File: config.mk
export PLATFORM = sky130hd
export DESIGN_NAME = lifo_free_list_allocator
export DESIGN_NICKNAME = d
export VERILOG_FILES = /design/src/rtl/lfa_pkg.sv /design/src/rtl/lifo_free_list_allocator.sv /design/src/rtl/lfa_ram.sv /design/src/rtl/lfa_ctrl.sv /design/src/rtl/lfa_dp.sv
export SDC_FILE = /design/constraint.sdc
export NUM_CORES = 1
export LEC_CHECK = 0
export BUFFER_PORTS_ARGS = -buffer_cell sky130_fd_sc_hd__buf_2
export CAP_MARGIN = 20
export CORE_ASPECT_RATIO = 1.75
export CORE_MARGIN = 5
export CORE_UTILIZATION = 55
export DETAILED_ROUTE_END_ITERATION = 7
export GPL_TIMING_DRIVEN = 0
export HOLD_SLACK_MARGIN = 0.08
export PLACE_DENSITY = 0.69
export SLEW_MARGIN = 25
export SYNTH_ARGS = -nofsm -noshare
export SYNTH_HDL_FRONTEND = slang
export SYNTH_HIERARCHICAL = 1
export SYNTH_SLANG_ARGS = --single-unit
File: constraint.sdc
create_clock -name clock -period 18.4 [get_ports clock]
set_clock_uncertainty 0.2 [all_clocks]
set_input_delay 3.68 -clock clock [delete_from_list [all_inputs] [get_ports clock]]
set_output_delay 3.68 -clock clock [all_outputs]
set_load 0.005 [all_outputs]
File: src/rtl/lfa_pkg.sv
// shared types and constants for the lifo free list allocator
package lfa_pkg;

   localparam int IDX_W   = 7;   // buffer_index, pool size and counts
   localparam int GRANT_W = 6;   // granted_index
   localparam int STS_W   = 2;

   localparam logic [STS_W-1:0] STS_OK        = 2'd0;
   localparam logic [STS_W-1:0] STS_EXHAUSTED = 2'd1;
   localparam logic [STS_W-1:0] STS_RANGE     = 2'd2;
   localparam logic [STS_W-1:0] STS_DUPLICATE = 2'd3;

   localparam logic KIND_ACQUIRE = 1'b0;
   localparam logic KIND_RELEASE = 1'b1;

   typedef struct packed {
      logic reload;
      logic sweep_step;
      logic capture;
      logic commit;
   } ctl_cmd_type;

   typedef struct packed {
      logic sweep_last;
   } dp_sts_type;

endpackage

File: src/rtl/lifo_free_list_allocator.sv
// lifo free list allocator top level: controller plus datapath
//
// Hands out buffer indices from a pool kept as a last-in-first-out stack.
// req channel: req_kind 0 acquires an index, 1 releases req_buffer_index.
// rsp channel: one item per request with status (ok, exhausted, out of
// range, already free), the granted index and the free and in-use counts.
// csr port: csr_wr_en with csr_wr_data sets the pool size (0 taken as 1,
// above the capacity taken as the capacity) and reloads the pool.
// Each item passes a capture step, which reads the stack top and free
// mark from their memories, and an execute step, which decides and writes
// back and loads the result register; a new item is taken only after the
// last one has left execute. The result register holds one finished item;
// while the receiver stalls it, the next item is taken and waits in
// execute until it drains. After reset, and after every pool size write,
// a sweep refills the stack and free marks, one entry per cycle, up to the
// pool size (64 after reset by default), with req_stall high.
module lifo_free_list_allocator #(
   parameter int POOL_DEPTH = 64
) (
   input  logic                                clock,
   input  logic                                reset,
   input  logic                                req_valid,
   output logic                                req_stall,
   input  logic                                req_kind,
   input  logic [lfa_pkg::IDX_W-1:0]           req_buffer_index,
   output logic                                rsp_valid,
   input  logic                                rsp_stall,
   output logic [lfa_pkg::STS_W-1:0]           rsp_status,
   output logic [lfa_pkg::GRANT_W-1:0]         rsp_granted_index,
   output logic [lfa_pkg::IDX_W-1:0]           rsp_free_count,
   output logic [lfa_pkg::IDX_W-1:0]           rsp_active_count,
   input  logic                                csr_wr_en,
   input  logic [lfa_pkg::IDX_W-1:0]           csr_wr_data
);

   lfa_pkg::ctl_cmd_type cmd;
   lfa_pkg::dp_sts_type  sts;

   lfa_ctrl u_ctrl (
      .clock    (clock),
      .reset    (reset),
      .req_valid(req_valid),
      .req_stall(req_stall),
      .rsp_valid(rsp_valid),
      .rsp_stall(rsp_stall),
      .csr_wr_en(csr_wr_en),
      .sts      (sts),
      .cmd      (cmd)
   );

   lfa_dp #(
      .POOL_DEPTH(POOL_DEPTH)
   ) u_dp (
      .clock            (clock),
      .reset            (reset),
      .cmd              (cmd),
      .sts              (sts),
      .csr_wr_data      (csr_wr_data),
      .req_kind         (req_kind),
      .req_buffer_index (req_buffer_index),
      .rsp_status       (rsp_status),
      .rsp_granted_index(rsp_granted_index),
      .rsp_free_count   (rsp_free_count),
      .rsp_active_count (rsp_active_count)
   );

endmodule

File: src/rtl/lfa_ram.sv
// generic single write port ram with registered read
module lfa_ram #(
   parameter int WIDTH = 1,
   parameter int DEPTH = 64,
   localparam int ADDR_W = (DEPTH > 1) ? $clog2(DEPTH) : 1
) (
   input  logic              clock,
   input  logic              wr_en,
   input  logic [ADDR_W-1:0] wr_addr,
   input  logic [WIDTH-1:0]  wr_data,
   input  logic [ADDR_W-1:0] rd_addr,
   output logic [WIDTH-1:0]  rd_data
);

   logic [WIDTH-1:0] mem [DEPTH];
   logic [WIDTH-1:0] rd_data_ff;

   always_ff @(posedge clock) begin
      if (wr_en) begin
         mem[wr_addr] <= wr_data;
      end
      rd_data_ff <= mem[rd_addr];
   end

   assign rd_data = rd_data_ff;

endmodule

File: src/rtl/lfa_ctrl.sv
// controller: reload sweep, item capture, execute and result handshake
module lfa_ctrl (
   input  logic                 clock,
   input  logic                 reset,
   input  logic                 req_valid,
   output logic                 req_stall,
   output logic                 rsp_valid,
   input  logic                 rsp_stall,
   input  logic                 csr_wr_en,
   input  lfa_pkg::dp_sts_type  sts,
   output lfa_pkg::ctl_cmd_type cmd
);

   localparam logic [1:0] S_SWEEP = 2'd0;
   localparam logic [1:0] S_IDLE  = 2'd1;
   localparam logic [1:0] S_EXEC  = 2'd2;

   logic [1:0] state_ff, state_in;
   logic       rsp_valid_ff, rsp_valid_in;
   logic       out_free;
   logic       accept;

   assign out_free  = !rsp_valid_ff || !rsp_stall;
   assign req_stall = (state_ff != S_IDLE) || csr_wr_en;
   assign accept    = req_valid && (state_ff == S_IDLE) && !csr_wr_en;
   assign rsp_valid = rsp_valid_ff;

   always_comb begin
      state_in       = state_ff;
      cmd            = '0;
      cmd.reload     = csr_wr_en;
      unique case (state_ff)
         S_SWEEP: begin
            if (!csr_wr_en) begin
               cmd.sweep_step = 1'b1;
               if (sts.sweep_last) begin
                  state_in = S_IDLE;
               end
            end
         end
         S_IDLE: begin
            if (accept) begin
               cmd.capture = 1'b1;
               state_in    = S_EXEC;
            end
         end
         S_EXEC: begin
            if (out_free) begin
               cmd.commit = 1'b1;
               state_in   = S_IDLE;
            end
         end
         default: begin
            state_in = S_SWEEP;
         end
      endcase
      if (csr_wr_en) begin
         state_in = S_SWEEP;
      end
   end

   always_comb begin
      rsp_valid_in = rsp_valid_ff;
      if (rsp_valid_ff && !rsp_stall) begin
         rsp_valid_in = 1'b0;
      end
      if (cmd.commit) begin
         rsp_valid_in = 1'b1;
      end
   end

   always_ff @(posedge clock) begin
      if (reset) begin
         state_ff     <= S_SWEEP;
         rsp_valid_ff <= 1'b0;
      end else begin
         state_ff     <= state_in;
         rsp_valid_ff <= rsp_valid_in;
      end
   end

endmodule

File: src/rtl/lfa_dp.sv
// datapath: pool size, counts, free stack and free-mark memories, result register
module lfa_dp #(
   parameter int POOL_DEPTH = 64
) (
   input  logic                                clock,
   input  logic                                reset,
   input  lfa_pkg::ctl_cmd_type                cmd,
   output lfa_pkg::dp_sts_type                 sts,
   input  logic [lfa_pkg::IDX_W-1:0]           csr_wr_data,
   input  logic                                req_kind,
   input  logic [lfa_pkg::IDX_W-1:0]           req_buffer_index,
   output logic [lfa_pkg::STS_W-1:0]           rsp_status,
   output logic [lfa_pkg::GRANT_W-1:0]         rsp_granted_index,
   output logic [lfa_pkg::IDX_W-1:0]           rsp_free_count,
   output logic [lfa_pkg::IDX_W-1:0]           rsp_active_count
);

   localparam int ADDR_W  = (POOL_DEPTH > 1) ? $clog2(POOL_DEPTH) : 1;
   localparam int CAP     = (POOL_DEPTH < 127) ? POOL_DEPTH : 127;
   localparam int RST_SZ  = (CAP < 64) ? CAP : 64;
   localparam logic [lfa_pkg::IDX_W-1:0] CAP_V    = lfa_pkg::IDX_W'(CAP);
   localparam logic [lfa_pkg::IDX_W-1:0] RST_SZ_V = lfa_pkg::IDX_W'(RST_SZ);
   localparam logic [lfa_pkg::IDX_W-1:0] ONE_V    = lfa_pkg::IDX_W'(1);

   logic [lfa_pkg::IDX_W-1:0] pool_ff, pool_in;
   logic [lfa_pkg::IDX_W-1:0] fill_ff, fill_in;
   logic [lfa_pkg::IDX_W-1:0] inuse_ff, inuse_in;
   logic [lfa_pkg::IDX_W-1:0] sweep_ff, sweep_in;
   logic                      kind_ff;
   logic [lfa_pkg::IDX_W-1:0] idx_ff;
   logic [lfa_pkg::STS_W-1:0]   status_ff, status_in;
   logic [lfa_pkg::GRANT_W-1:0] grant_ff, grant_in;
   logic [lfa_pkg::IDX_W-1:0]   free_ff;
   logic [lfa_pkg::IDX_W-1:0]   active_ff;
   logic [lfa_pkg::IDX_W-1:0] size_clamped;

   logic                      stk_wr_en;
   logic [ADDR_W-1:0]         stk_wr_addr;
   logic [lfa_pkg::IDX_W-1:0] stk_wr_data;
   logic [ADDR_W-1:0]         stk_rd_addr;
   logic [lfa_pkg::IDX_W-1:0] stk_rd_data;
   logic                      mark_wr_en;
   logic [ADDR_W-1:0]         mark_wr_addr;
   logic                      mark_wr_data;
   logic [ADDR_W-1:0]         mark_rd_addr;
   logic                      mark_rd_data;

   // written value of zero means one, above the capacity means the capacity
   always_comb begin
      size_clamped = csr_wr_data;
      if (csr_wr_data == '0) begin
         size_clamped = ONE_V;
      end else if (csr_wr_data > CAP_V) begin
         size_clamped = CAP_V;
      end
   end

   assign sts.sweep_last = (sweep_ff == pool_ff - ONE_V);

   // read addresses: top of stack always, mark from the port when an item is taken
   assign stk_rd_addr  = ADDR_W'(fill_ff - ONE_V);
   assign mark_rd_addr = cmd.capture ? ADDR_W'(req_buffer_index) : ADDR_W'(idx_ff);

   always_comb begin
      pool_in      = pool_ff;
      fill_in      = fill_ff;
      inuse_in     = inuse_ff;
      sweep_in     = sweep_ff;
      status_in    = lfa_pkg::STS_OK;
      grant_in     = '0;
      stk_wr_en    = 1'b0;
      stk_wr_addr  = ADDR_W'(sweep_ff);
      stk_wr_data  = sweep_ff;
      mark_wr_en   = 1'b0;
      mark_wr_addr = ADDR_W'(sweep_ff);
      mark_wr_data = 1'b1;

      if (kind_ff == lfa_pkg::KIND_ACQUIRE) begin
         if (fill_ff == '0) begin
            status_in = lfa_pkg::STS_EXHAUSTED;
         end else begin
            grant_in = stk_rd_data[lfa_pkg::GRANT_W-1:0];
            if (cmd.commit) begin
               fill_in      = fill_ff - ONE_V;
               inuse_in     = inuse_ff + ONE_V;
               mark_wr_en   = 1'b1;
               mark_wr_addr = ADDR_W'(stk_rd_data);
               mark_wr_data = 1'b0;
            end
         end
      end else begin
         if (idx_ff >= pool_ff) begin
            status_in = lfa_pkg::STS_RANGE;
         end else if (mark_rd_data) begin
            status_in = lfa_pkg::STS_DUPLICATE;
         end else if (cmd.commit) begin
            // guards never fire while fill plus in-use equals the pool size
            if (fill_ff < CAP_V) begin
               fill_in      = fill_ff + ONE_V;
               stk_wr_en    = 1'b1;
               stk_wr_addr  = ADDR_W'(fill_ff);
               stk_wr_data  = idx_ff;
               mark_wr_en   = 1'b1;
               mark_wr_addr = ADDR_W'(idx_ff);
               mark_wr_data = 1'b1;
            end
            if (inuse_ff != '0) begin
               inuse_in = inuse_ff - ONE_V;
            end
         end
      end

      if (cmd.sweep_step) begin
         stk_wr_en  = 1'b1;
         mark_wr_en = 1'b1;
         sweep_in   = sweep_ff + ONE_V;
      end

      if (cmd.reload) begin
         pool_in    = size_clamped;
         fill_in    = size_clamped;
         inuse_in   = '0;
         sweep_in   = '0;
         stk_wr_en  = 1'b0;
         mark_wr_en = 1'b0;
      end
   end

   always_ff @(posedge clock) begin
      if (reset) begin
         pool_ff  <= RST_SZ_V;
         fill_ff  <= RST_SZ_V;
         inuse_ff <= '0;
         sweep_ff <= '0;
      end else begin
         pool_ff  <= pool_in;
         fill_ff  <= fill_in;
         inuse_ff <= inuse_in;
         sweep_ff <= sweep_in;
      end
   end

   always_ff @(posedge clock) begin
      if (cmd.capture) begin
         kind_ff <= req_kind;
         idx_ff  <= req_buffer_index;
      end
      if (cmd.commit) begin
         status_ff <= status_in;
         grant_ff  <= grant_in;
         free_ff   <= fill_in;
         active_ff <= inuse_in;
      end
   end

   lfa_ram #(
      .WIDTH(lfa_pkg::IDX_W),
      .DEPTH(POOL_DEPTH)
   ) u_stack (
      .clock  (clock),
      .wr_en  (stk_wr_en),
      .wr_addr(stk_wr_addr),
      .wr_data(stk_wr_data),
      .rd_addr(stk_rd_addr),
      .rd_data(stk_rd_data)
   );

   lfa_ram #(
      .WIDTH(1),
      .DEPTH(POOL_DEPTH)
   ) u_mark (
      .clock  (clock),
      .wr_en  (mark_wr_en),
      .wr_addr(mark_wr_addr),
      .wr_data(mark_wr_data),
      .rd_addr(mark_rd_addr),
      .rd_data(mark_rd_data)
   );

   assign rsp_status        = status_ff;
   assign rsp_granted_index = grant_ff;
   assign rsp_free_count    = free_ff;
   assign rsp_active_count  = active_ff;

endmodule
# [After elaboration in Yosys (flattened, before gate mapping)]
# Memories as Yosys holds them, arrays and structs flattened. A register that Yosys moved wholly into a read port is not among the register bits.
# Index checks and enable logic that the tools add are counted.
[word_totals] ff_bits=61 mem_bits_rw=512 input_bits=20 out_inout_bits=24 wordCells=117 memories=2
[op_classes] addsub=6 n_lt_le_gt_ge=3 n_eq_ne=7 muxes=71 n_reduce_logical=16
[mem_list] name="u_dp.u_stack.mem" depth=64 width=7 rd=1 rd_ports_with_merged_regs=1 wr=1 line_no="lfa_ram.sv:15" text="logic [WIDTH-1:0] mem [DEPTH];"
[mem_list] name="u_dp.u_mark.mem" depth=64 width=1 rd=1 rd_ports_with_merged_regs=1 wr=1 line_no="lfa_ram.sv:15"
[ops] operator="7-bit 2-to-1 mux" n=23
[ops] operator="6-bit 2-to-1 mux" n=13
[ops] operator="1-bit 2-to-1 mux" n=28
[ops] operator="7-bit by 1-bit adder with 7-bit output, second input constant" n=3
[ops] operator="7-bit by 1-bit subtractor with 7-bit output, second input constant" n=3
[ops] operator="7-bit logical NOT" n=2
[ops] operator="2-bit 2-to-1 mux" n=6
[ops] operator="7-bit == test" n=1
[ops] operator="7-bit >= comparator" n=1
[ops] operator="7-bit greater-than comparator, second input constant" n=1
[ops] operator="7-bit less-than comparator, second input constant" n=1
[ops] operator="7-bit nonzero test" n=1
[ops] operator="2-bit by 1-bit != test with 1-bit output, second input constant" n=3
[ops] operator="2-bit one-hot mux with 3 select lines" n=1
[ops] operator="2-bit OR reduction" n=2
[ops] operator="1-bit logical AND" n=3
[ops] operator="1-bit logical NOT" n=3
[ops] operator="3-bit AND reduction" n=1
[ops] operator="2-bit by 1-bit == test with 1-bit output, second input constant" n=1
[ops] operator="2-bit == test, second input constant" n=1
[ops] operator="2-bit logical NOT" n=1
[ops] operator="1-bit logical OR" n=2
[ops] operator="2-bit != test, second input constant" n=1
[ops] operator="2-bit nonzero test" n=1

# [Depth between registers and ports, before layout]
# Gate-level depths: netlist of run 1.
[logic_depth] depth_word=12 ltp_mapped=12 depth_no_buf=11

# [Hierarchy]
# Netlist of run 1, hierarchy kept.
[modules_own_cells] module="lfa_ram (u_dp.u_stack)" instances=1 cells_per_inst=827 area_each_um2=17635.7 seq_area_each_um2=13593.0
[modules_own_cells] module="lfa_dp" instances=1 cells_per_inst=401 area_each_um2=3716.1 seq_area_each_um2=1461.4
[modules_own_cells] module="lfa_ram (u_dp.u_mark)" instances=1 cells_per_inst=204 area_each_um2=2914.0 seq_area_each_um2=1941.9
[modules_own_cells] module="lfa_ctrl" instances=1 cells_per_inst=21 area_each_um2=160.2 seq_area_each_um2=60.1

# [Least setup slack after synthesis of run 1]
# Ideal clock, no wire load.
[synth_path] path_type="input to register" startpoint="input rsp_stall" endpoint="memory u_dp/u_stack/mem[0][0] in the netlist's numbering, data pin" setup_time_ns=0.702 t_arrival_ns=7.473 t_required_ns=17.498 slack_ns=10.025 path_stages=7 n_path_buf=2 path_cell_list="a21oi_1 -> buf_4 -> buf_2 -> nand2_1 -> nor2_1 -> nand2_1 -> o21ai_0"
[synth_rtl] item="start: declaration" line_no="lifo_free_list_allocator.sv:27" text="input logic rsp_stall,"
[synth_rtl] item="end: declaration" line_no="lfa_ram.sv:15"

# [Final worst setup path of run 1]
[layout_path] startpoint="input csr_wr_en" endpoint="output req_stall"
[layout_between] elab_chain_len=1
[layout_rtl] item="start: declaration" line_no="lifo_free_list_allocator.sv:32" text="input logic csr_wr_en,"
[layout_rtl] item="1-bit logical OR" line_no="lfa_ctrl.sv:24" text="assign req_stall = (state_ff != S_IDLE) || csr_wr_en;"
[layout_rtl] item="end: declaration" line_no="lifo_free_list_allocator.sv:23" text="output logic req_stall,"
# No other way between the ends.

==> reports/qor.yml, run 1 <==
die_w_um: 161
rows: 97
syn-num-nets: 1391
crit_slowest_cell: "buf_2"
drt-total-wl_um: 54600
yosysWarnings: 6
drt_iter0_markers: 1170
powerDensity_nw_per_um2: 99.8
h-tree-depth: 2
outcome: "finished, final reports clean"
fin_crit_sh_pct: 43.4
detail-route-antenna-nets: 0
grt_pass1_vias: 13100
critPathBufInv: 2
clkTransAtPathRegs_ns: 0.06
cts_setup_buffers: 0
syn2layout_area_growth_pct: 12.3
worstPathRequired_ns: 14.52
path_max_fanout: 7
gr-usage-met2_pct: 48.8
antenna_cells: 0
power.leakage_nw: 8.68
irDropWorstVdd_mv: 0.0881
grt_max_degree: 70
drv_slew: 0
cpMostUsedCell: "buf_2"
drc: 0
fp.dieH_um: 275
worst_skew_pair.late_latency_ns: 0.56
period_minus_slack_ns: 7.99
regArea_sq_um: 15100
gr-total-overflow: 0
hold_class: "reg -> reg"
met1_usage_pct: 26.4
top_level_ports: 44
crit_path_start_kind: "input port"
cts.repair.resized: 0
fmax_mhz: 125
start_util_pct: 55.3
end_kind: "output pin"
num_vias: 12600
worst_pin_slew_ns: 1.04
max_stage_delay_ns: 0.14
avgSynthCellArea_sq_um: 16.2
wl_per_cell_um: 27.5
ctsHoldBuffers: 0
cts-root-buf: "clkbuf_16"
p_total_w: 0.00247
clockBufferDepth: 3
syn_area_sq_um: 22000
dr.pass1.iters: 5
cts_sinks: 516
multi_input_comb_area_sq_um: 6440
grt_first_pass_wirelength_um: 81600
fp.dieArea_sq_um: 44300
path_class: "in -> out"
netlist_instances: 1356
path_cells: "buf_2 > nor2_1 > nand2_1 > buf_2"
drive_above_1_share_pct: 20.6
hold_viol_final: 0
cts_buffers: 46
grt_antenna_before_repair: 0
place.detailed.hpwl_um: 39000
via_per_inst: 6.35
fin_tns_setup_ns: 0
max-slew-margin-rel_pct: 30.0
rsz0062_at_grt: "false"
grt_use_total_pct: 25.0
cp_top_family: "buffers and inverters"
cap_violations: 0
cts_tree: "done"
worstPathArrival_ns: 4.11
fin_nets: 1487
grtUsageMet3_pct: 2.97
place_congestion: 0.933
portBuffers: 43
fillers: 2941
setup_violations: 0
top_usage_layer: "met2"
core-area_sq_um: 39800
per-stage QoR:
step	cells	util (%)	instance area (sq um)	hold slack, ns	setup WS [ns]
floorplan	1356	-	22000	0.263	10.02
detailed placement	1899	57.9	23000	0.312	9.99
CTS	1983	62.1	24700	0.322	10.41
finish	1983	62.1	24700	0.331	10.41
global route	1983	62.1	24700	0.356	10.28
global placement	1894	57.4	22800	0.294	5.96
tightest hold or removal path, stage by stage, from the launching register on:
cell	delay [ns]
dfxtp_1	0.35
nand2b_1	0.08
a21oi_1	0.06
metal layers:
layer | share of wire (%) | up-vias
li1 | - | 5558
met1 | 33 | 6458
met2 | 57 | 456
met3 | 4.8 | 129
met4 | 5.4 | 0
met5 | 0 | -
cell type report:
type                       instances  area share [%]
buffer                            83            1.76
multi-input combinational        737            26.0
clock inverter                    32            1.98
sequential                       516            61.1
tap                              495            2.51
clock buffer                      52            4.83
inverter                          20           0.309
timing repair buffer              48            1.43
state kept, by name, summed over array words and instances, names as in the netlist:
name / count
u_dp/fill_ff: 7
u_dp/rsp_status: 2
u_dp/u_stack/rd_data: 6
u_dp/u_mark/rd_data: 1
u_dp/rsp_active_count: 7
u_dp/rsp_granted_index: 6
u_ctrl/state_ff: 2
u_ctrl/rsp_valid: 1
u_dp/pool_ff: 7
u_dp/u_stack/mem: 384
u_dp/inuse_ff: 7
u_dp/rsp_free_count: 7
u_dp/sweep_ff: 7
u_dp/kind_ff: 1
u_dp/u_mark/mem: 64
u_dp/idx_ff: 7
final timing paths:
| kind | start | endpoint | slack (ns) | cells past startpoint |
|---|---|---|---|---|
| max | csr_wr_en | req_stall | 10.41 | 4 |
| min | u_dp/pool_ff[5] | u_dp/pool_ff[5] | 0.33 | 2 |
| max reg2reg | u_dp/pool_ff[2] | u_dp/u_stack/mem[47][2] | 12.99 | 10 |
| min reg2reg | u_dp/pool_ff[5] | u_dp/pool_ff[5] | 0.33 | 2 |
power breakdown:
| part | leakage (nW) | internal (W) | switching (W) | total, W |
|---|---|---|---|---|
| clock network | 0.812 | 0.000639 | 0.000419 | 0.00106 |
| registers | 5.26 | 0.00127 | 0.00000582 | 0.00128 |
| logic | 2.61 | 0.0000475 | 0.0000827 | 0.000130 |
| total | 8.68 | 0.00196 | 0.000508 | 0.00247 |
placed cells by master, fill, tap and decap left out, types with 8 or more instances in the layout:
master / count
clkbuf_1: 50
a21oi_1: 28
dfxtp_1: 38
nor2b_1: 13
buf_2: 63
nand4_1: 13
nand2b_1: 18
mux2_2: 10
or3_1: 10
nand3b_1: 11
nand3_1: 35
nor3_1: 23
clkinv_2: 8
xnor2_1: 9
o22ai_1: 15
buf_6: 8
o21ai_0: 24
clkbuf_16: 47
nor2_1: 177
mux2i_1: 21
a22oi_1: 11
mux4_2: 106
bufinv_16: 12
inv_1: 18
nand2_1: 44
edfxtp_1: 478
xor2_1: 15
o221ai_1: 9
ha_1: 15
No activity file was read; power rests on OpenSTA's default activity.
==> inputs of run 2 (changes only) <==
--- a/config.mk
+++ b/config.mk
@@ -13,7 +13,7 @@
 export DETAILED_ROUTE_END_ITERATION = 7
 export GPL_TIMING_DRIVEN = 0
 export HOLD_SLACK_MARGIN = 0.08
-export PLACE_DENSITY = 0.69
+export PLACE_DENSITY = 0.72
 export SLEW_MARGIN = 25
 export SYNTH_ARGS = -nofsm -noshare
 export SYNTH_HDL_FRONTEND = slang
==> constraint.sdc (replaced) <==
create_clock -name clock -period 7.3 [get_ports clock]
set_clock_uncertainty 0.2 [all_clocks]
set_input_delay 1.46 -clock clock [delete_from_list [all_inputs] [get_ports clock]]
set_output_delay 1.46 -clock clock [all_outputs]
set_load 0.005 [all_outputs]
==> run 2 against run 1 <==
Sequential power rose to 2.5 times the previous value. Register-to-register slack lost 11 ns. Utilization is 0.52 points lower. Largest cell class unchanged.
==> reports/qor.yml, run 2 (synthesized netlist as in run 1, its figures left out) <==
multi_input_comb_area_sq_um: 6440
worst_skew_pair.late_latency_ns: 0.56
cap_violations: 0
fmax_mhz: 172
cts.repair.resized: 0
hold_class: "reg -> reg"
largest_reg_flops: 384
path_max_fanout: 29
final_common_cell: "edfxtp_1"
fin_nets: 1488
fillers: 2934
wl_per_cell_um: 27.2
gr-total-overflow: 0
start_util_pct: 55.3
grt_first_pass_wirelength_um: 81200
core-area_sq_um: 39800
cts_buffers: 46
fin_crit_sh_pct: 79.8
max-slew-margin-rel_pct: 30.2
drt-total-wl_um: 53800
fp.dieH_um: 275
drc: 0
outcome: "finished, final reports clean"
antenna_cells: 0
largestRegisters: "u_dp/u_stack/mem x384, u_dp/u_mark/mem x64"
syn2layout_area_growth_pct: 11.4
finish.instance_area_sq_um: 24500
fin_util_pct: 61.6
place_congestion: 0.950
dr.pass1.iters: 5
hold_viol_final: 0
detail-route-antenna-nets: 0
dpl.cell_count: 1900
fp.dieArea_sq_um: 44300
final_cell_mix: "edfxtp_1 (478), nor2_1 (177), mux4_2 (106)"
clockBufferDepth: 3
ctsHoldBuffers: 0
grt_pass1_vias: 13100
irDropWorstVdd_mv: 0.201
portBuffers: 43
cts_tree: "done"
path_class: "in -> reg"
drive_above_1_share_pct: 20.0
num_vias: 12800
dpl_cell_area_sq_um: 23100
end_kind: "flop"
regMostFlops: "u_dp/u_stack/mem"
rsz0062_at_grt: "false"
drt_iter0_markers: 1054
top_level_ports: 44
h-tree-depth: 2
cts_sinks: 516
cts_setup_buffers: 0
place.detailed.hpwl_um: 38500
worst_pin_slew_ns: 1.04
hold_ws_ns: 0.324
worstPathRequired_ns: 7.28
drv_slew: 0
setup_violations: 0
worstPathArrival_ns: 5.81
grt_max_degree: 70
period_minus_slack_ns: 5.83
fin_cells: 1981
clkTransAtPathRegs_ns: 0.06
power.leakage_nw: 8.59
grt_antenna_before_repair: 0
regArea_sq_um: 15100
rows: 97
grt_use_total_pct: 24.7
via_per_inst: 6.45
die_w_um: 161
crit_path_start_kind: "input port"
cts-root-buf: "clkbuf_16"
powerDensity_nw_per_um2: 240
run 2: changes by cell type in the layout (fill, tap and decap cells not counted), sizes merged:
cell | previous run | this run
inv | 19 | 20
buf | 85 | 86
clkbuf | 98 | 104
bufinv | 12 | 4
clkinvlp | 4 | 1
clkinv | 17 | 18
run 2: stage by stage:
stage	total power [W]	TNS, ns	worst slack (ns)
final	0.00589	0	1.47
after global routing	0.00609	0	1.47
after CTS	0.00594	0	1.80
after detailed placement	0.00360	0	1.22
after global placement	0.00359	-380.10	-2.60
after floorplan	0.00349	0	1.14
run 2: report_power, final:
part | total (W) | internal (W) | switching (W)
logic | 0.000324 | 0.000120 | 0.000204
clock network | 0.00235 | 0.00133 | 0.00102
registers | 0.00322 | 0.00321 | 0.0000133
run 2: layer usage:
layer  up-vias  track usage [%]  wire [um]
li1       5572                -          -
met1      6470             26.1      17400
met2       554             45.7      29300
met3       189             3.51       2980
met4         0             15.7       4220
met5         -                0          0
run 2: critical path: stages:
cell and delay (ns):
buf_2 0.10, a21oi_1 0.13, buf_4 0.36, buf_2 0.33, nand2_1 0.14, nor2_1 0.44, nand2_1 0.40, o21ai_0 0.80
nand4_1 0.81, nor2_1 0.79
run 2: cell type report:
class / instances / area share [%]
timing repair buffer: 49 / 1.55
clock inverter: 23 / 0.939
buffer: 83 / 1.78
clock buffer: 58 / 4.97
tap: 495 / 2.53
sequential: 516 / 61.7
inverter: 20 / 0.311
multi-input combinational: 737 / 26.3
run 2: final timing paths:
kind | startpoint | depth (start not counted) | end | slack, ns
worst max register to register | u_ctrl/state_ff[1] | 10 | u_dp/u_stack/mem[23][0] | 1.90
worst min-delay path | u_dp/pool_ff[1] | 2 | u_dp/pool_ff[1] | 0.32
worst max-delay path | rsp_stall | 10 | u_dp/u_stack/mem[23][0] | 1.47
worst min register to register | u_dp/pool_ff[1] | 2 | u_dp/pool_ff[1] | 0.32
==> inputs of run 3 (changes only) <==
--- a/config.mk
+++ b/config.mk
@@ -5,6 +5,7 @@
 export SDC_FILE = /design/constraint.sdc
 export NUM_CORES = 1
 export LEC_CHECK = 0
+export ABC_AREA = 1
 export BUFFER_PORTS_ARGS = -buffer_cell sky130_fd_sc_hd__buf_2
 export CAP_MARGIN = 20
 export CORE_ASPECT_RATIO = 1.75
==> constraint.sdc (replaced) <==
create_clock -name clock -period 4.8 [get_ports clock]
set_clock_uncertainty 0.2 [all_clocks]
set_input_delay 0.96 -clock clock [delete_from_list [all_inputs] [get_ports clock]]
set_output_delay 0.96 -clock clock [all_outputs]
set_load 0.005 [all_outputs]
==> run 3 against run 2 <==
The flow now finishes with violations (negative setup slack). Global-route usage is 4.5 points higher. Sequential share of layout area fell by 3.7 points. Hold slack worse by 0.023 ns. Count of clock-buffer cells in the layout fell by 2. First-iteration DRC count rose by 85%. Flip-flop and latch count is the same. Register-to-register slack worse by 1.9 ns. Area after synthesis increased by 4.1%. Setup slack got worse by 1.5 ns. Wire length is 24% higher. Critical endpoint is now u_dp/u_stack/mem[8][3]. Highest routed layer unchanged.
==> reports/qor.yml, run 3 <==
worst_pin_slew_ns: 0.948
grtUsageMet3_pct: 3.73
syn_area_sq_um: 22900
dr.pass1.iters: 5
worstPathArrival_ns: 4.82
path_class: "in -> reg"
drc: 0
drt-total-wl_um: 66900
end_kind: "flop"
fmax_mhz: 207
fin_nets: 2359
setup_violations: 6
cap_violations: 0
cts_setup_buffers: 0
cts_buffers: 46
gr-usage-met2_pct: 52.0
top_level_ports: 44
violations: "negative setup slack"
pre_cts_ws_ns: -0.513
cts-root-buf: "clkbuf_16"
outcome: "complete, but fails checks"
crit_slowest_cell: "nor2_1"
dpl.cell_count: 2831
place.detailed.hpwl_um: 49000
largest_reg_flops: 384
max_stage_delay_ns: 0.84
detail-route-antenna-nets: 0
place_congestion: 1.01
avgSynthCellArea_sq_um: 10.4
die_w_um: 164
largestRegisters: "u_dp/u_stack/mem x384, u_dp/u_mark/mem x64"
rows: 99
critPathBufInv: 7
syn-num-nets: 2249
p_total_w: 0.00959
r2r_start: "u_dp/idx_ff[0]"
grt_first_pass_wirelength_um: 99500
regMostFlops: "u_dp/u_stack/mem"
hold_end: "u_ctrl/rsp_valid"
fp.dieH_um: 280
via_per_inst: 5.84
powerDensity_nw_per_um2: 368
r2r_slack_ns: 0.04
syn2layout_area_growth_pct: 13.8
top_usage_layer: "met2"
h-tree-depth: 2
cts_sinks: 516
layout_setup_ws_ns: -0.0245
cts.repair.resized: 0
portBuffers: 43
fin_util_pct: 62.9
met1_usage_pct: 30.8
max-slew-margin-rel_pct: 36.8
cp_top_family: "simple AND/OR/NAND/NOR gates"
yosysWarnings: 6
core-area_sq_um: 41500
final_common_cell: "nand2_1"
grt_max_degree: 71
fin_cells: 2915
ctsHoldBuffers: 0
hold_ws_ns: 0.300
grt_antenna_before_repair: 0
antenna_cells: 0
drt_iter0_markers: 1946
crit_path_start_kind: "input port"
hold_class: "reg -> reg"
min-delay-start: "u_ctrl/rsp_valid"
grt_use_total_pct: 29.2
grt_pass1_vias: 16800
num_vias: 17000
fp.dieArea_sq_um: 46000
whs_path_depth: 2
rsz0062_at_grt: "true"
worstPathRequired_ns: 4.80
clkTransAtPathRegs_ns: 0.07
hold_viol_final: 0
gr-total-overflow: 0
clockBufferDepth: 3
fin_crit_sh_pct: 101
period_minus_slack_ns: 4.82
start_util_pct: 55.2
netlist_instances: 2214
drive_above_1_share_pct: 13.1
cts_tree: "done"
final_cell_mix: "nand2_1 (678), edfxtp_1 (478), nand3_1 (421)"
worst_skew_pair.late_latency_ns: 0.58
path_cells: "buf_2 > nand2_1 > inv_1 > nor2_1 > buf_4 > inv_2 > nor3_2 > nand3_2 > buf_6 > nand2_1 > o21ai_0 > clkbuf_1 > inv_1 > nand4_1 > nor2_1"
power.leakage_nw: 9.78
wl_per_cell_um: 23.0
irDropWorstVdd_mv: 0.325
r2r-end: "u_dp/u_stack/mem[8][3]"
path_max_fanout: 24
reg2reg_depth: 15
drv_slew: 0
cp.depth: 15
[run 3: power by group]
part | internal [W] | leakage [nW] | switching (W)
clock network | 0.00234 | 0.812 | 0.00164
logic | 0.000193 | 4.26 | 0.000510
registers | 0.00488 | 4.71 | 0.0000176
[run 3: tightest hold or removal path, cell delays in order, from the launching register on]
cell and delay [ns]:
dfxtp_1 0.31, nand2_1 0.08, a21oi_1 0.07
[run 3: layout make-up]
| type | instances | area (sq um) |
|---|---|---|
| fill | 3246 | 15400 |
| sequential | 516 | 15100 |
| multi-input combinational | 1462 | 6860 |
| clock buffer | 56 | 1270 |
| buffer | 125 | 727 |
| tap | 555 | 694 |
| timing repair buffer | 62 | 621 |
| inverter | 111 | 424 |
| clock inverter | 28 | 377 |
[run 3: per-stage QoR]
| step | area (sq um) | setup TNS, ns |
|---|---|---|
| 4_1_cts | 26000 | 0 |
| 2_1_floorplan | 22900 | -168.08 |
| 5_1_grt | 26100 | -12.05 |
| 3_3_place_gp | 23800 | -1567.38 |
| 3_5_place_dp | 24400 | -109.11 |
| 6_report | 26100 | -0.140 |
[run 3: per-layer routing]
layer	vias up	wire, um	share of wire [%]
li1	7858	-	-
met1	8092	22400	33
met2	814	34400	51
met3	246	3950	5.9
met4	0	6200	9.3
met5	-	0	0
[run 3: worst max path at each step]
| stage | to | slack (ns) | start |
|---|---|---|---|
| after floorplan | u_dp/u_stack/mem[0][0] | -0.66 | rsp_stall |
| after global placement | u_dp/u_stack/mem[28][2] | -5.01 | rsp_stall |
| after CTS | u_dp/u_stack/mem[10][1] | 0.07 | rsp_stall |
| final | u_dp/u_stack/mem[8][3] | -0.02 | rsp_stall |
| after detailed placement | u_dp/u_stack/mem[10][1] | -0.51 | rsp_stall |
| after global routing | u_dp/u_stack/mem[8][3] | -0.20 | rsp_stall |
